File: src/sv/kpb_pkg.sv
// ----------------------------------------------------------------------------
// kpb_pkg
// Shared types, widths, register indexes and helpers for the brightness
// control loop (scalar Kalman filter followed by a PID drive controller).
// ----------------------------------------------------------------------------
`default_nettype none

package kpb_pkg;

  // Default values for the top-level parameters.
  localparam int SAMPLE_BITS_DEF = 12;
  localparam int DRIVE_MAX_DEF   = 1000;

  // Configuration port.
  localparam int CFG_IDX_W  = 3;
  localparam int CFG_DATA_W = 32;

  // Register widths.
  localparam int SETPOINT_W = 12;
  localparam int QN_W       = 24;
  localparam int RN_W       = 32;
  localparam int GAIN_W     = 21;
  localparam int IDRV_W     = 10;

  // Result field widths.
  localparam int DRV_OUT_W = 10;
  localparam int FILT_W    = 12;
  localparam int CERR_W    = 13;

  // Datapath widths.
  localparam int FRAC_BITS = 16;
  localparam int VAR_W     = 40;               // error variance, unsigned Q24.16
  localparam int DIV_W     = VAR_W + 1;        // gain denominator
  localparam int K_W       = FRAC_BITS + 1;    // gain, 0..65536
  localparam int VAR_SPLIT = 20;               // variance split for the multiplier
  localparam int MUL_W     = 22;               // signed operand width
  localparam int PROD_W    = 2 * MUL_W;
  localparam int ACC_W     = 60;
  localparam int PID_W     = ACC_W - FRAC_BITS;
  localparam int ESUM_W    = 16;
  localparam int ESUM_MAX  = 32767;
  localparam int ESUM_MIN  = -32768;

  // Register reset values.
  localparam int SETPOINT_RST = 2048;
  localparam int QN_RST       = 131072;
  localparam int RN_RST       = 262144;
  localparam int GAIN_P_RST   = 6554;
  localparam int GAIN_I_RST   = 66;
  localparam int GAIN_D_RST   = -6554;
  localparam int IDRV_RST     = 500;

  // Register indexes on the configuration port.
  typedef enum logic [CFG_IDX_W-1:0] {
    REG_SETPOINT   = 3'd0,
    REG_PROC_NOISE = 3'd1,
    REG_MEAS_NOISE = 3'd2,
    REG_GAIN_P     = 3'd3,
    REG_GAIN_I     = 3'd4,
    REG_GAIN_D     = 3'd5,
    REG_INIT_DRIVE = 3'd6
  } reg_idx_t;

  // Current register contents used by the datapath.
  typedef struct packed {
    logic        [SETPOINT_W-1:0] setpoint;
    logic        [QN_W-1:0]       proc_noise;
    logic        [RN_W-1:0]       meas_noise;
    logic signed [GAIN_W-1:0]     gain_p;
    logic signed [GAIN_W-1:0]     gain_i;
    logic signed [GAIN_W-1:0]     gain_d;
  } cfg_t;

  // State reloads caused by a register write, valid in the write cycle.
  typedef struct packed {
    logic                  ld_est;
    logic [SETPOINT_W-1:0] est_val;
    logic                  ld_var;
    logic [VAR_W-1:0]      var_val;
    logic                  ld_drive;
    logic [IDRV_W-1:0]     drive_val;
  } reload_t;

  // Divider status.
  typedef struct packed {
    logic           done;
    logic [K_W-1:0] quotient;
  } div_stat_t;

  // Accumulator operations of the shared multiply-accumulate unit.
  typedef enum logic [2:0] {
    MAC_HOLD,
    MAC_CLEAR,
    MAC_LOAD,
    MAC_ADD,
    MAC_ADD_HI
  } mac_op_t;

  typedef struct packed {
    logic    mul_en;
    mac_op_t op;
  } mac_ctl_t;

  // Sequencer states.
  typedef enum logic [4:0] {
    S_IDLE,
    S_PRED,
    S_DEN,
    S_DIVGO,
    S_DIV,
    S_MEST,
    S_AEST,
    S_MVLO,
    S_AVLO,
    S_MVHI,
    S_AVHI,
    S_ERR,
    S_MP,
    S_AP,
    S_MD,
    S_AD,
    S_MI,
    S_AI,
    S_PID,
    S_DRV
  } state_t;

  // Clamp a signed drive value to 1..dmax.
  function automatic logic [16:0] clamp_drive(input logic signed [PID_W:0] v,
                                              input int unsigned dmax);
    logic signed [PID_W:0] hi;
    logic        [16:0]    res;
    hi = (PID_W + 1)'(dmax);
    if (v < (PID_W + 1)'(1)) begin
      res = 17'd1;
    end else if (v > hi) begin
      res = 17'(dmax);
    end else begin
      res = 17'(v);
    end
    return res;
  endfunction

endpackage

`default_nettype wire

File: src/sv/kpb_in_if.sv
// ----------------------------------------------------------------------------
// kpb_in_if
// Sample channel: one light-sensor reading per transfer.
// ----------------------------------------------------------------------------
`default_nettype none

interface kpb_in_if #(
  parameter int SAMPLE_BITS = kpb_pkg::SAMPLE_BITS_DEF
);
  logic                   valid;
  logic                   ready;
  logic [SAMPLE_BITS-1:0] adc_sample;

  modport source (output valid, output adc_sample, input ready);
  modport sink   (input valid, input adc_sample, output ready);
endinterface

`default_nettype wire

File: src/sv/kpb_out_if.sv
// ----------------------------------------------------------------------------
// kpb_out_if
// Result channel: drive level, filtered value and control error per transfer.
// ----------------------------------------------------------------------------
`default_nettype none

interface kpb_out_if;
  logic                                valid;
  logic                                ready;
  logic        [kpb_pkg::DRV_OUT_W-1:0] drive_level;
  logic        [kpb_pkg::FILT_W-1:0]    filtered_value;
  logic signed [kpb_pkg::CERR_W-1:0]    control_error;

  modport source (output valid, output drive_level, output filtered_value,
                  output control_error, input ready);
  modport sink   (input valid, input drive_level, input filtered_value,
                  input control_error, output ready);
endinterface

`default_nettype wire

File: src/sv/kalman_pid_brightness_loop_top.sv
// ----------------------------------------------------------------------------
// kalman_pid_brightness_loop_top
// Brightness control loop: scalar Kalman filter on each sensor sample, then
// a PID controller that updates a clamped drive level.
// ----------------------------------------------------------------------------
// Per sample, the Kalman gain comes from a serial divider that produces one
// quotient bit per cycle, and the six products of the update run one after
// the other through a single shared multiplier. The sample port is ready
// only while the sequencer is idle; a finished result sits in the output
// register, and while it waits the next sample is still accepted but stalls
// in S_DRV until the sink has taken the waiting result. Configuration writes
// take effect at once: writing the setpoint also loads the estimate, writing
// either noise register reloads the error variance with Q + R, and writing
// the initial drive reloads the drive level, clamped to 1..DRIVE_MAX.
// ----------------------------------------------------------------------------
`default_nettype none

module kalman_pid_brightness_loop_top #(
  parameter int SAMPLE_BITS = kpb_pkg::SAMPLE_BITS_DEF,
  parameter int DRIVE_MAX   = kpb_pkg::DRIVE_MAX_DEF
) (
  input  wire logic                           clk,
  input  wire logic                           rst,
  input  wire logic                           cfg_write,
  input  wire logic [kpb_pkg::CFG_IDX_W-1:0]  cfg_index,
  input  wire logic [kpb_pkg::CFG_DATA_W-1:0] cfg_data,
  kpb_in_if.sink                              sample_in,
  kpb_out_if.source                           result_out
);
  import kpb_pkg::*;

  localparam int SB   = SAMPLE_BITS;
  localparam int DW   = $clog2(DRIVE_MAX + 1);
  localparam int XW   = (SB > SETPOINT_W) ? SB : SETPOINT_W;
  localparam int EW   = XW + 1;
  localparam int SUMW = ((EW > ESUM_W) ? EW : ESUM_W) + 1;

  state_t state, state_next;

  cfg_t      cfg;
  reload_t   reload;
  div_stat_t div_stat;
  mac_ctl_t  mac_ctl;
  logic      div_start;

  logic signed [MUL_W-1:0] mul_a;
  logic signed [MUL_W-1:0] mul_b;
  logic signed [ACC_W-1:0] mac_load;
  logic signed [ACC_W-1:0] acc;

  // Loop state.
  logic        [SB-1:0]     estimate;
  logic        [VAR_W-1:0]  error_variance;
  logic signed [EW-1:0]     previous_error;
  logic signed [ESUM_W-1:0] error_sum;
  logic        [DW-1:0]     current_drive;

  // Per-sample working registers.
  logic        [SB-1:0]    sample;
  logic        [VAR_W-1:0] pp;
  logic        [DIV_W-1:0] den;
  logic signed [EW-1:0]    err;
  logic signed [EW:0]      derr;
  logic signed [PID_W-1:0] pid;
  logic                    out_valid;

  // Combinational helpers.
  logic        [VAR_W:0]   pp_sum;
  logic signed [SB:0]      diff;
  logic        [K_W-1:0]   k_comp;
  logic signed [EW-1:0]    err_next;
  logic signed [EW:0]      derr_next;
  logic signed [SUMW-1:0]  esum_wide;
  logic signed [ESUM_W-1:0] esum_next;
  logic signed [ACC_W-1:0] pid_round;
  logic signed [PID_W:0]   drive_sum;
  logic        [DW-1:0]    drive_new;
  logic        [DW-1:0]    drive_reload;
  logic                    out_free;

  kpb_cfg_regs u_cfg (
    .clk       (clk),
    .rst       (rst),
    .cfg_write (cfg_write),
    .cfg_index (cfg_index),
    .cfg_data  (cfg_data),
    .cfg       (cfg),
    .reload    (reload)
  );

  kpb_divider u_div (
    .clk   (clk),
    .rst   (rst),
    .start (div_start),
    .num   (pp),
    .den   (den),
    .stat  (div_stat)
  );

  kpb_mac u_mac (
    .clk      (clk),
    .rst      (rst),
    .ctl      (mac_ctl),
    .a        (mul_a),
    .b        (mul_b),
    .load_val (mac_load),
    .acc      (acc)
  );

  // Arithmetic around the shared units.
  always_comb begin
    pp_sum    = (VAR_W + 1)'(error_variance) + (VAR_W + 1)'(cfg.proc_noise);
    diff      = $signed({1'b0, sample}) - $signed({1'b0, estimate});
    k_comp    = K_W'(1 << FRAC_BITS) - div_stat.quotient;
    err_next  = $signed(EW'(estimate)) - $signed(EW'(cfg.setpoint));
    derr_next = (EW + 1)'(err_next) - (EW + 1)'(previous_error);
    esum_wide = SUMW'(error_sum) + SUMW'(err_next);
    if (esum_wide > SUMW'(ESUM_MAX)) begin
      esum_next = ESUM_W'(ESUM_MAX);
    end else if (esum_wide < SUMW'(ESUM_MIN)) begin
      esum_next = ESUM_W'(ESUM_MIN);
    end else begin
      esum_next = ESUM_W'(esum_wide);
    end
    // Truncation toward zero: bias negative sums before the shift.
    pid_round    = acc + (acc[ACC_W-1] ? ACC_W'((1 << FRAC_BITS) - 1) : ACC_W'(0));
    drive_sum    = (PID_W + 1)'(pid) + (PID_W + 1)'($signed({1'b0, current_drive}));
    drive_new    = DW'(clamp_drive(drive_sum, DRIVE_MAX));
    drive_reload = DW'(clamp_drive((PID_W + 1)'($signed({1'b0, reload.drive_val})),
                                   DRIVE_MAX));
    out_free     = !out_valid || result_out.ready;
  end

  // Next-state logic.
  always_comb begin
    state_next = state;
    unique case (state)
      S_IDLE:  if (sample_in.valid) state_next = S_PRED;
      S_PRED:  state_next = S_DEN;
      S_DEN:   state_next = S_DIVGO;
      S_DIVGO: state_next = S_DIV;
      S_DIV:   if (div_stat.done) state_next = S_MEST;
      S_MEST:  state_next = S_AEST;
      S_AEST:  state_next = S_MVLO;
      S_MVLO:  state_next = S_AVLO;
      S_AVLO:  state_next = S_MVHI;
      S_MVHI:  state_next = S_AVHI;
      S_AVHI:  state_next = S_ERR;
      S_ERR:   state_next = S_MP;
      S_MP:    state_next = S_AP;
      S_AP:    state_next = S_MD;
      S_MD:    state_next = S_AD;
      S_AD:    state_next = S_MI;
      S_MI:    state_next = S_AI;
      S_AI:    state_next = S_PID;
      S_PID:   state_next = S_DRV;
      S_DRV:   if (out_free) state_next = S_IDLE;
      default: state_next = S_IDLE;
    endcase
  end

  // Sequencer outputs: operand selection and unit control.
  always_comb begin
    sample_in.ready = 1'b0;
    div_start       = 1'b0;
    mac_ctl.mul_en  = 1'b0;
    mac_ctl.op      = MAC_HOLD;
    mul_a           = '0;
    mul_b           = '0;
    mac_load        = ACC_W'({estimate, {FRAC_BITS{1'b0}}});
    unique case (state)
      S_IDLE:  sample_in.ready = !rst;
      S_DIVGO: div_start = 1'b1;
      S_MEST: begin
        mac_ctl.mul_en = 1'b1;
        mac_ctl.op     = MAC_LOAD;
        mul_a          = MUL_W'($signed({1'b0, div_stat.quotient}));
        mul_b          = MUL_W'(diff);
      end
      S_MVLO: begin
        mac_ctl.mul_en = 1'b1;
        mac_ctl.op     = MAC_CLEAR;
        mul_a          = MUL_W'($signed({1'b0, k_comp}));
        mul_b          = MUL_W'($signed({1'b0, pp[VAR_SPLIT-1:0]}));
      end
      S_MVHI: begin
        mac_ctl.mul_en = 1'b1;
        mul_a          = MUL_W'($signed({1'b0, k_comp}));
        mul_b          = MUL_W'($signed({1'b0, pp[VAR_W-1:VAR_SPLIT]}));
      end
      S_ERR:   mac_ctl.op = MAC_CLEAR;
      S_MP: begin
        mac_ctl.mul_en = 1'b1;
        mul_a          = MUL_W'(cfg.gain_p);
        mul_b          = MUL_W'(err);
      end
      S_MD: begin
        mac_ctl.mul_en = 1'b1;
        mul_a          = MUL_W'(cfg.gain_d);
        mul_b          = MUL_W'(derr);
      end
      S_MI: begin
        mac_ctl.mul_en = 1'b1;
        mul_a          = MUL_W'(cfg.gain_i);
        mul_b          = MUL_W'(error_sum);
      end
      S_AEST, S_AVLO, S_AP, S_AD, S_AI: mac_ctl.op = MAC_ADD;
      S_AVHI:  mac_ctl.op = MAC_ADD_HI;
      default: begin
        // Remaining states use neither unit.
      end
    endcase
  end

  // State register.
  always_ff @(posedge clk) begin
    if (rst) begin
      state <= S_IDLE;
    end else begin
      state <= state_next;
    end
  end

  // Loop state, with reloads from register writes.
  always_ff @(posedge clk) begin
    if (rst) begin
      estimate       <= SB'(SETPOINT_RST);
      error_variance <= VAR_W'(QN_RST + RN_RST);
      previous_error <= '0;
      error_sum      <= '0;
      current_drive  <= DW'(clamp_drive((PID_W + 1)'(IDRV_RST), DRIVE_MAX));
    end else begin
      if (reload.ld_est) begin
        estimate <= SB'(reload.est_val);
      end else if (state == S_MVLO) begin
        estimate <= acc[ACC_W-1] ? '0 : acc[FRAC_BITS +: SB];
      end
      if (reload.ld_var) begin
        error_variance <= reload.var_val;
      end else if (state == S_ERR) begin
        error_variance <= acc[FRAC_BITS +: VAR_W];
      end
      if (state == S_ERR) begin
        previous_error <= err_next;
        error_sum      <= esum_next;
      end
      if (reload.ld_drive) begin
        current_drive <= drive_reload;
      end else if (state == S_DRV && out_free) begin
        current_drive <= drive_new;
      end
    end
  end

  // Per-sample working registers.
  always_ff @(posedge clk) begin
    if (state == S_IDLE && sample_in.valid) begin
      sample <= sample_in.adc_sample;
    end
    if (state == S_PRED) begin
      // Predicted variance saturates at the top of its range.
      pp <= pp_sum[VAR_W] ? {VAR_W{1'b1}} : pp_sum[VAR_W-1:0];
    end
    if (state == S_DEN) begin
      den <= DIV_W'(pp) + DIV_W'(cfg.meas_noise);
    end
    if (state == S_ERR) begin
      err  <= err_next;
      derr <= derr_next;
    end
    if (state == S_PID) begin
      pid <= pid_round[ACC_W-1:FRAC_BITS];
    end
  end

  // Output register: holds the result until the sink takes it.
  always_ff @(posedge clk) begin
    if (rst) begin
      out_valid <= 1'b0;
    end else if (state == S_DRV && out_free) begin
      out_valid <= 1'b1;
    end else if (result_out.ready) begin
      out_valid <= 1'b0;
    end
  end

  always_ff @(posedge clk) begin
    if (state == S_DRV && out_free) begin
      result_out.drive_level    <= DRV_OUT_W'(drive_new);
      result_out.filtered_value <= FILT_W'(estimate);
      result_out.control_error  <= CERR_W'(err);
    end
  end

  assign result_out.valid = out_valid;

endmodule

`default_nettype wire

File: src/sv/kpb_cfg_regs.sv
// ----------------------------------------------------------------------------
// kpb_cfg_regs
// Configuration register file with the state reloads that a write triggers.
// ----------------------------------------------------------------------------
`default_nettype none

module kpb_cfg_regs (
  input  wire logic                           clk,
  input  wire logic                           rst,
  input  wire logic                           cfg_write,
  input  wire logic [kpb_pkg::CFG_IDX_W-1:0]  cfg_index,
  input  wire logic [kpb_pkg::CFG_DATA_W-1:0] cfg_data,
  output kpb_pkg::cfg_t                       cfg,
  output kpb_pkg::reload_t                    reload
);
  import kpb_pkg::*;

  cfg_t cfg_next;

  // Register write decode.
  always_comb begin
    cfg_next = cfg;
    reload   = '0;
    if (cfg_write) begin
      unique case (reg_idx_t'(cfg_index))
        REG_SETPOINT: begin
          cfg_next.setpoint = cfg_data[SETPOINT_W-1:0];
          reload.ld_est     = 1'b1;
          reload.est_val    = cfg_data[SETPOINT_W-1:0];
        end
        REG_PROC_NOISE: begin
          cfg_next.proc_noise = cfg_data[QN_W-1:0];
          reload.ld_var       = 1'b1;
          reload.var_val      = VAR_W'(cfg_data[QN_W-1:0]) + VAR_W'(cfg.meas_noise);
        end
        REG_MEAS_NOISE: begin
          cfg_next.meas_noise = cfg_data[RN_W-1:0];
          reload.ld_var       = 1'b1;
          reload.var_val      = VAR_W'(cfg.proc_noise) + VAR_W'(cfg_data[RN_W-1:0]);
        end
        REG_GAIN_P: cfg_next.gain_p = $signed(cfg_data[GAIN_W-1:0]);
        REG_GAIN_I: cfg_next.gain_i = $signed(cfg_data[GAIN_W-1:0]);
        REG_GAIN_D: cfg_next.gain_d = $signed(cfg_data[GAIN_W-1:0]);
        REG_INIT_DRIVE: begin
          reload.ld_drive  = 1'b1;
          reload.drive_val = cfg_data[IDRV_W-1:0];
        end
        default: begin
          // Writes to unused indexes are dropped.
        end
      endcase
    end
  end

  // Register storage.
  always_ff @(posedge clk) begin
    if (rst) begin
      cfg.setpoint   <= SETPOINT_W'(SETPOINT_RST);
      cfg.proc_noise <= QN_W'(QN_RST);
      cfg.meas_noise <= RN_W'(RN_RST);
      cfg.gain_p     <= GAIN_W'(GAIN_P_RST);
      cfg.gain_i     <= GAIN_W'(GAIN_I_RST);
      cfg.gain_d     <= GAIN_W'(GAIN_D_RST);
    end else begin
      cfg <= cfg_next;
    end
  end

endmodule

`default_nettype wire

File: src/sv/kpb_divider.sv
// ----------------------------------------------------------------------------
// kpb_divider
// Restoring serial divider for the Kalman gain floor(num * 2^16 / den).
// Expects num <= den; one quotient bit per cycle.
// ----------------------------------------------------------------------------
`default_nettype none

module kpb_divider (
  input  wire logic                      clk,
  input  wire logic                      rst,
  input  wire logic                      start,
  input  wire logic [kpb_pkg::VAR_W-1:0] num,
  input  wire logic [kpb_pkg::DIV_W-1:0] den,
  output kpb_pkg::div_stat_t             stat
);
  import kpb_pkg::*;

  localparam int CNT_W = $clog2(FRAC_BITS + 1);

  logic [DIV_W-1:0] rem;
  logic [K_W-1:0]   quo;
  logic [CNT_W-1:0] cnt;
  logic             busy;
  logic             done;
  logic [DIV_W:0]   rem_dbl;
  logic             fits;
  logic [DIV_W:0]   num_ext;

  // One shift-and-subtract step.
  always_comb begin
    rem_dbl = {rem, 1'b0};
    fits    = rem_dbl >= (DIV_W + 1)'(den);
    num_ext = (DIV_W + 1)'(num);
  end

  // Control registers.
  always_ff @(posedge clk) begin
    if (rst) begin
      busy <= 1'b0;
      done <= 1'b0;
      cnt  <= '0;
    end else begin
      done <= 1'b0;
      if (start) begin
        // A zero denominator gives a zero gain right away.
        busy <= (den != '0);
        done <= (den == '0);
        cnt  <= CNT_W'(FRAC_BITS);
      end else if (busy) begin
        cnt <= cnt - CNT_W'(1);
        if (cnt == CNT_W'(1)) begin
          busy <= 1'b0;
          done <= 1'b1;
        end
      end
    end
  end

  // Remainder and quotient.
  always_ff @(posedge clk) begin
    if (start) begin
      if (den == '0) begin
        quo <= '0;
        rem <= '0;
      end else if (num_ext >= (DIV_W + 1)'(den)) begin
        quo <= K_W'(1);
        rem <= DIV_W'(num_ext - (DIV_W + 1)'(den));
      end else begin
        quo <= '0;
        rem <= DIV_W'(num);
      end
    end else if (busy) begin
      quo <= {quo[K_W-2:0], fits};
      rem <= fits ? DIV_W'(rem_dbl - (DIV_W + 1)'(den)) : DIV_W'(rem_dbl);
    end
  end

  assign stat.done     = done;
  assign stat.quotient = quo;

endmodule

`default_nettype wire

File: src/sv/kpb_mac.sv
// ----------------------------------------------------------------------------
// kpb_mac
// Shared signed multiplier with a registered product and an accumulator.
// Every product of the loop (estimate update, variance, PID terms) runs here.
// ----------------------------------------------------------------------------
`default_nettype none

module kpb_mac (
  input  wire logic                             clk,
  input  wire logic                             rst,
  input  wire kpb_pkg::mac_ctl_t                ctl,
  input  wire logic signed [kpb_pkg::MUL_W-1:0] a,
  input  wire logic signed [kpb_pkg::MUL_W-1:0] b,
  input  wire logic signed [kpb_pkg::ACC_W-1:0] load_val,
  output logic signed [kpb_pkg::ACC_W-1:0]      acc
);
  import kpb_pkg::*;

  logic signed [PROD_W-1:0] prod;
  logic signed [ACC_W-1:0]  prod_ext;

  assign prod_ext = ACC_W'(prod);

  // Product register.
  always_ff @(posedge clk) begin
    if (ctl.mul_en) begin
      prod <= a * b;
    end
  end

  // Accumulator.
  always_ff @(posedge clk) begin
    if (rst) begin
      acc <= '0;
    end else begin
      unique case (ctl.op)
        MAC_HOLD:   acc <= acc;
        MAC_CLEAR:  acc <= '0;
        MAC_LOAD:   acc <= load_val;
        MAC_ADD:    acc <= acc + prod_ext;
        MAC_ADD_HI: acc <= acc + (prod_ext <<< VAR_SPLIT);
        default:    acc <= acc;
      endcase
    end
  end

endmodule

`default_nettype wire

File: src/flat_wrapper.sv
// flat-port wrapper written by rule: the top's interface ports become plain ports
module kalman_pid_brightness_loop_top_flat import kpb_pkg::*;
#(
  parameter int SAMPLE_BITS = kpb_pkg::SAMPLE_BITS_DEF,
  parameter int DRIVE_MAX   = kpb_pkg::DRIVE_MAX_DEF
)
  (clk, rst, cfg_write, cfg_index, cfg_data, sample_in_valid, sample_in_adc_sample, sample_in_ready, result_out_valid, result_out_drive_level, result_out_filtered_value, result_out_control_error, result_out_ready);
  kpb_in_if #(.SAMPLE_BITS(SAMPLE_BITS)) sample_in_i ();
  kpb_out_if result_out_i ();
  input  wire logic clk;
  input  wire logic rst;
  input  wire logic cfg_write;
  input  wire logic [kpb_pkg::CFG_IDX_W-1:0] cfg_index;
  input  wire logic [kpb_pkg::CFG_DATA_W-1:0] cfg_data;
  input wire logic [$bits(sample_in_i.valid)-1:0] sample_in_valid;
  input wire logic [$bits(sample_in_i.adc_sample)-1:0] sample_in_adc_sample;
  output wire logic [$bits(sample_in_i.ready)-1:0] sample_in_ready;
  output wire logic [$bits(result_out_i.valid)-1:0] result_out_valid;
  output wire logic [$bits(result_out_i.drive_level)-1:0] result_out_drive_level;
  output wire logic [$bits(result_out_i.filtered_value)-1:0] result_out_filtered_value;
  output wire logic [$bits(result_out_i.control_error)-1:0] result_out_control_error;
  input wire logic [$bits(result_out_i.ready)-1:0] result_out_ready;
  assign sample_in_i.valid = sample_in_valid;
  assign sample_in_i.adc_sample = sample_in_adc_sample;
  assign sample_in_ready = sample_in_i.ready;
  assign result_out_valid = result_out_i.valid;
  assign result_out_drive_level = result_out_i.drive_level;
  assign result_out_filtered_value = result_out_i.filtered_value;
  assign result_out_control_error = result_out_i.control_error;
  assign result_out_i.ready = result_out_ready;
  kalman_pid_brightness_loop_top #(.SAMPLE_BITS(SAMPLE_BITS), .DRIVE_MAX(DRIVE_MAX)) u_core (.clk(clk), .rst(rst), .cfg_write(cfg_write), .cfg_index(cfg_index), .cfg_data(cfg_data), .sample_in(sample_in_i), .result_out(result_out_i));
endmodule
File: config.mk
export PLATFORM = sky130hd
export DESIGN_NAME = kalman_pid_brightness_loop_top_flat
export DESIGN_NICKNAME = d
export VERILOG_FILES = /design/src/sv/kpb_pkg.sv /design/src/sv/kpb_in_if.sv /design/src/sv/kpb_out_if.sv /design/src/sv/kalman_pid_brightness_loop_top.sv /design/src/sv/kpb_cfg_regs.sv /design/src/sv/kpb_divider.sv /design/src/sv/kpb_mac.sv /design/src/flat_wrapper.sv
export SDC_FILE = /design/constraint.sdc
export NUM_CORES = 2
export LEC_CHECK = 0
export BUFFER_PORTS_ARGS = -buffer_cell sky130_fd_sc_hd__clkbuf_2
export CORE_ASPECT_RATIO = 0.6
export CORE_MARGIN = 2
export CORE_UTILIZATION = 40
export CTS_BUF_LIST = sky130_fd_sc_hd__clkbuf_8
export CTS_CLUSTER_SIZE = 12
export DETAILED_ROUTE_END_ITERATION = 6
export GPL_ROUTABILITY_DRIVEN = 0
export PLACE_DENSITY = 0.52
export RECOVER_POWER = 25
export SYNTH_ARGS = -nofsm -noshare
export SYNTH_HDL_FRONTEND = slang
export SYNTH_SLANG_ARGS = --single-unit
File: constraint.sdc
create_clock -name clk -period 13.3 [get_ports clk]
set_input_delay 0.665 -clock clk [delete_from_list [all_inputs] [get_ports clk]]
set_output_delay 0.665 -clock clk [all_outputs]
set_load 0.02 [all_outputs]
# After elaboration in Yosys (flattened, before gate mapping)
# Index checks and enable logic that the tools add are counted.
totals:
  register_bits: 596
  input_bits: 52
  out_inout_bits: 37
  wordCells: 163
classes:
  n_addsub: 16
  mul: 1
  order_cmp: 8
  n_eq_ne: 33
  muxes: 48
  n_reduce_logical: 27
op_table:
  columns: ["operator", "n"]
  rows:
  - ["$pmux W60 S4", 1]
  - ["$mux W41", 5]
  - ["$pmux W22 S6", 1]
  - ["$add A60 B60 Y60", 2]
  - ["$pmux W22 S5", 1]
  - ["$pmux W5 S20", 1]
  - ["$pmux W41 S2", 1]
  - ["$mux W40", 2]
  - ["$add A24 B32 Y33", 2]
  - ["$mux W65", 1]
  - ["$add A60 B44 Y60", 1]
  - ["$mux W10", 6]
  - ["$mux W16", 3]
  - ["$add A44 B11 Y45", 1]
  - ["$gt A45 B11 Y1 const B", 1]
  - ["$lt A45 B2 Y1 const B", 1]
  - ["$mul A22 B22 Y44", 1]
  - ["$ge A42 B41 Y1", 1]
  - ["$add A40 B24 Y41", 1]
  - ["$add A40 B32 Y41", 1]
  - ["$ge A40 B41 Y1", 1]
  - ["$logic_not A41 Y1", 1]
  - ["$reduce_bool A41 Y1", 1]
  - ["$sub A40 B41 Y41", 1]
  - ["other kinds (39)", 95]

# Longest topological paths before layout
depth:
  ltp_word: 7
  mapped_depth: 43
  mapped_depth_nobuf: 40

# Cells and area by module
# Synthesis repeated with hierarchy kept, for this count alone.
unflattened:
  hier_cells: 7433
  hier_area_um2: 63997.6
modules_own_cells:
  columns: ["mod", "instances", "cells_each", "area_per_inst_um2", "seq_area_each_um2"]
  rows:
  - ["kpb_mac", 1, 3122, 27513.9, 2522.4]
  - ["kalman_pid_brightness_loop_top", 1, 2215, 19979.2, 7917.6]
  - ["kpb_divider", 1, 1034, 8583.2, 1881.8]
  - ["kpb_cfg_regs", 1, 1062, 7921.3, 2622.5]

# Worst setup path before layout
# OpenSTA, ideal clock, no wires.
synth_path:
  path_kind: "reg2reg"
  start: "register u_core.sample[0]"
  end: "register u_core.u_mac.prod[42] (data pin)"
  setup_time_ns: 0.258
  t_arrival_ns: 9.443
  required_ns: 13.042
  setup_slack_ns: 3.600
  stages_incl_launch_ff: 40
  n_path_buf: 3
  period_less_slack_ns: 9.700
  path_cell_list: "edfxtp_1 > inv_1 > ha_1 > inv_1 > fa_1 > a21o_1 > a21oi_1 > o21ai_1 > a21oi_1 > o21ai_1 > a21oi_1 > o21bai_1 > a21oi_1 > o21ai_1 > and2_1 > clkbuf_1 > inv_1 > clkbuf_1 > (+4 left out) > fa_1 > fa_1 > fa_1 > fa_1 > fa_1 > inv_1 > fa_1 > inv_1 > ha_1 > a21o_1 > a21o_1 > a221o_1 > a211oi_1 > a21oi_1 > o41a_1 > a221o_1 > a21oi_1 > xnor2_1"
synth_via:
  elab_chain_cells: 3
synth_rtl:
  columns: ["element", "line_no", "source"]
  rows:
  - ["from (decl)", "kalman_pid_brightness_loop_top.sv:59", "logic [SB-1:0] sample;"]
  - ["from (signal assigned)", "kalman_pid_brightness_loop_top.sv:258", "sample <= sample_in.adc_sample;"]
  - ["$sub A12 B12 Y13", "kalman_pid_brightness_loop_top.sv:113", "diff = $signed({1'b0, sample}) - $signed({1'b0, estimate});"]
  - ["$pmux W22 S6", "kalman_pid_brightness_loop_top.sv:171", "unique case (state)"]
  - ["$mul A22 B22 Y44", "kpb_mac.sv:27", "prod <= a * b;"]
  - ["to (signal assigned)", "kpb_mac.sv:27", null]
  - ["to (decl)", "kpb_mac.sv:19", "logic signed [PROD_W-1:0] prod;"]
# Every way passes these cells.
# A chain may end at the register's enable or synchronous reset.

# Worst setup path after layout
layout_path:
  start: "register u_core.estimate[0]"
  end: "register u_core.u_mac.prod[42] (data pin)"
layout_via:
  elab_chain_cells: 3
layout_rtl:
  columns: ["element", "line_no", "source"]
  rows:
  - ["from (decl)", "kalman_pid_brightness_loop_top.sv:52", "logic [SB-1:0] estimate;"]
  - ["from (signal assigned)", "kalman_pid_brightness_loop_top.sv:227", "estimate <= SB'(SETPOINT_RST);"]
  - ["from (signal assigned)", "kalman_pid_brightness_loop_top.sv:234", "estimate <= SB'(reload.est_val);"]
  - ["from (signal assigned)", "kalman_pid_brightness_loop_top.sv:236", "estimate <= acc[ACC_W-1] ? '0 : acc[FRAC_BITS +: SB];"]
  - ["$sub A12 B12 Y13", "kalman_pid_brightness_loop_top.sv:113", null]
  - ["$pmux W22 S6", "kalman_pid_brightness_loop_top.sv:171", null]
  - ["$mul A22 B22 Y44", "kpb_mac.sv:27", null]
# Every way passes these cells.

==> results.toml <==
[global_routing]
grt_pass1_wl_mm = 359
grt_use_total_pct = 31.3
grt_pass1_vias = 51100
antenna_found_initial = 21
grt_max_degree = 79
grt-ovfl-total = 0

[detailed_routing]
wl_per_cell_um = 26.8
routed_wl_mm = 248
ant_nets = 0
drc = 0
vias = 55300
drt_pre_antenna_iters = 7
viasPerCell = 5.97
drt_iter0_markers = 6833

[critical_path]
regToRegStartpoint = "u_core.estimate[0]"
critPathLaunchType = "flip-flop"
arrival_ps = 12160
worstPathMaxFanout = 68
cpPeakStageDelay_ps = 770
cp-startpoint = "u_core.estimate[0]"
path_class = "flip-flop to flip-flop"
rr_endpoint = "u_core.u_mac.prod[42]"
worst-path-stages = 37
critPathMostFrequentCell = "fa_1"
reg2regPathDepth = 37
cp_top_family = "adder cells"
cp_slowest_cell = "inv_2"
r2r_slack_ps = 1680
critPathBufInv = 6
endpoint = "u_core.u_mac.prod[42]"
critical_path.endpoint_type = "flip-flop"
required_ps = 13840

[final_layout]
layout.nets = 8185
layout-drive-gt1-share_pct = 5.33
final_cells = 9265
fin_util_pct = 43.4
area_growth_pct = 8.01
design_area_mm2 = 0.0662

[timing]
rsz0062_at_grt = "no"
fmax_mhz = 86.1
setup_viol = 0
setup_tns_ps = 0
clock_skew_ps = 87.1
final-hold-violation-count = 0
worstMarginPinSlew_ps = 3990
timing.slew.headroom_pct = -166
finalCritPeriodShare_pct = 87.4
fin_crit_ps = 11620
drv_slew = 296

[floorplan]
core_mm2 = 0.152
die_area_mm2 = 0.156
die_h_um = 307
row_count = 111
initial_utilization_pct = 40.2
io_pins = 89
die_w_um = 509

[clock_network]
clkLatencyLatePin_ps = 840
cts-root-buf = "clkbuf_8"
htreeDepth = 3
cts_buffers = 101
cts_tree = "yes"
post_cts_resized = 0
clk_pin_slew_ps = 70
clk_path_buf_depth = 3
clock-sinks = 596

[pwr]
internal_power_mw = 3.26
power_per_cell_area_mw_per_mm2 = 73.8
pwr-share-clk_pct = 37.2
p_leak_nw = 29.3
seqPwrFrac_pct = 42.9
p_comb_share_pct = 20.0
peakVddDrop_mv = 0.0787
p_switching_mw = 1.63
p_sw_share_pct = 33.3

[yosys]
synth_edf_count = 301
postSynthAreaPerCell_um2 = 8.58
synthMostInstantiatedCell = "nand2_1"
yosysUniqueCellTypes = 104
postSynthCellCount = 7141
synth_seq_cells = 596
ys_top_cells_by_area = "fa_1, edfxtp_1, ha_1"
ys_top_cells_by_count = "nand2_1, inv_1, a21oi_1"
yosys_warnings = 0
synth_nets = 8192
synthFlopType = "edfxtp_1"
synth_top_area_share_pct = 16.4
ys_seq_area_share_pct = 24.4
async_reset_ff_share_pct = 0
netlist_area_mm2 = 0.0613
yosysTopAreaCell = "fa_1"

[placement]
dp_hpwl_mm = 194
io_buffer_count = 88
dpl.cell_count = 9062
post_dp_cell_area_mm2 = 0.0642

[outcome]
violations = "capacitance limit, slew limit"
status = "finished with violations"

[min_path]
worst_hold_path_type = "primary input to flip-flop"

[flow_run]
cap_violations = 5
power groups by stage:
stage	logic (mW)	registers (mW)	clock network (mW)
floorplan	0.660	2.08	0
global placement	0.932	2.13	0
detailed placement	0.940	2.13	0
CTS	0.947	2.09	1.84
global route	1.06	2.09	1.91
finish	0.976	2.09	1.82
layer usage:
layer  wire length, um  track usage [%]  part of all wire (%)
met1            119000             49.7                    48
met2             87000             37.5                    35
met3             35300             12.6                    14
met4              5680             6.91                   2.3
met5               494             1.76                  0.20
sequential cells by signal, summed over array words and instances, names as in the netlist, 13 cells and up:
register                         count
u_core.den                          41
u_core.derr                         14
u_core.err                          13
u_core.error_sum                    16
u_core.error_variance               40
u_core.pid                          44
u_core.pp                           40
u_core.previous_error               13
u_core.result_out.control_error     13
u_core.u_cfg.cfg                   131
u_core.u_div.quo                    17
u_core.u_div.rem                    41
u_core.u_mac.acc                    60
u_core.u_mac.prod                   44
worst reg2reg max path, delay by kind of cell (launching register included):
family	cells	cell delay (ps)
fa+ha+maj	10	4520
flops	1	390
xor+xnor	1	90
simple gates	3	620
buf+inv	6	1360
compound gates	17	4360
logic make-up after synthesis:
group	count (synthesis)	share of synthesized area, %
AOI/OAI and AO/OA	1828	19.3
xor gates and xnor gates	409	5.85
adders and majority gates	1000	26.6
buffers and inverters	1118	6.93
DFF	596	24.4
muxes	46	0.766
and+or+nand+nor	2144	16.2
timing repair:
| item | 4_1_cts | 5_1_grt |
|---|---|---|
| buffers inserted | 0 | 0 |
| hold buffers | 3 | 0 |
| hold endpoints to repair | 3 | 0 |
per-stage QoR:
| step | setup slack (ps) | power [mW] | hold slack, ps |
|---|---|---|---|
| 6_report | 1680 | 4.89 | 97.9 |
| 5_1_grt | 991 | 5.07 | 77.3 |
| 4_1_cts | 1870 | 4.88 | 21.7 |
| 3_5_place_dp | 1940 | 3.07 | 437 |
| 3_3_place_gp | 1960 | 3.06 | 435 |
| 2_1_floorplan | 3600 | 2.74 | 425 |
cell type report:
class | instances | area, um^2
Fill cell | 15200 | 86200
Inverter | 802 | 3010
Tap cell | 2034 | 2540
Timing Repair Buffer | 206 | 1240
Clock buffer | 108 | 1490
Sequential cell | 596 | 14900
Clock inverter | 84 | 603
Antenna cell | 8 | 20.0
Multi-Input combinational cell | 5427 | 42300
worst min-delay path by stage:
stage,from,endpoint,cells past startpoint
2_1_floorplan,u_core.err[10],u_core.result_out.control_error[10],0
3_3_place_gp,u_core.err[3],u_core.result_out.control_error[3],0
3_5_place_dp,u_core.err[3],u_core.result_out.control_error[3],0
4_1_cts,cfg_data[25],u_core.u_cfg.cfg[88],3
5_1_grt,cfg_data[25],u_core.u_cfg.cfg[88],3
6_report,cfg_data[25],u_core.u_cfg.cfg[88],3
cell usage in the layout, fill, tap and decap left out, types with 47 or more instances in the layout:
| master | count |
|---|---|
| nand2_1 | 843 |
| inv_1 | 825 |
| xnor2_1 | 275 |
| nor3_1 | 105 |
| o21bai_1 | 48 |
| o21ai_0 | 317 |
| dfxtp_1 | 295 |
| nor2b_1 | 58 |
| a31oi_1 | 62 |
| a21oi_1 | 547 |
| and3_1 | 80 |
| o21ai_1 | 47 |
| clkbuf_1 | 59 |
| o22ai_1 | 49 |
| buf_4 | 103 |
| edfxtp_1 | 301 |
| fa_1 | 501 |
| nand3_1 | 139 |
| nand4_1 | 63 |
| a22oi_1 | 81 |
| ha_1 | 498 |
| a21o_1 | 177 |
| xor2_1 | 133 |
| nor2_1 | 496 |
| o21a_1 | 61 |
| nand2b_1 | 73 |
| and2_1 | 59 |
| clkbuf_8 | 108 |
(Power assumes the default switching activity.)
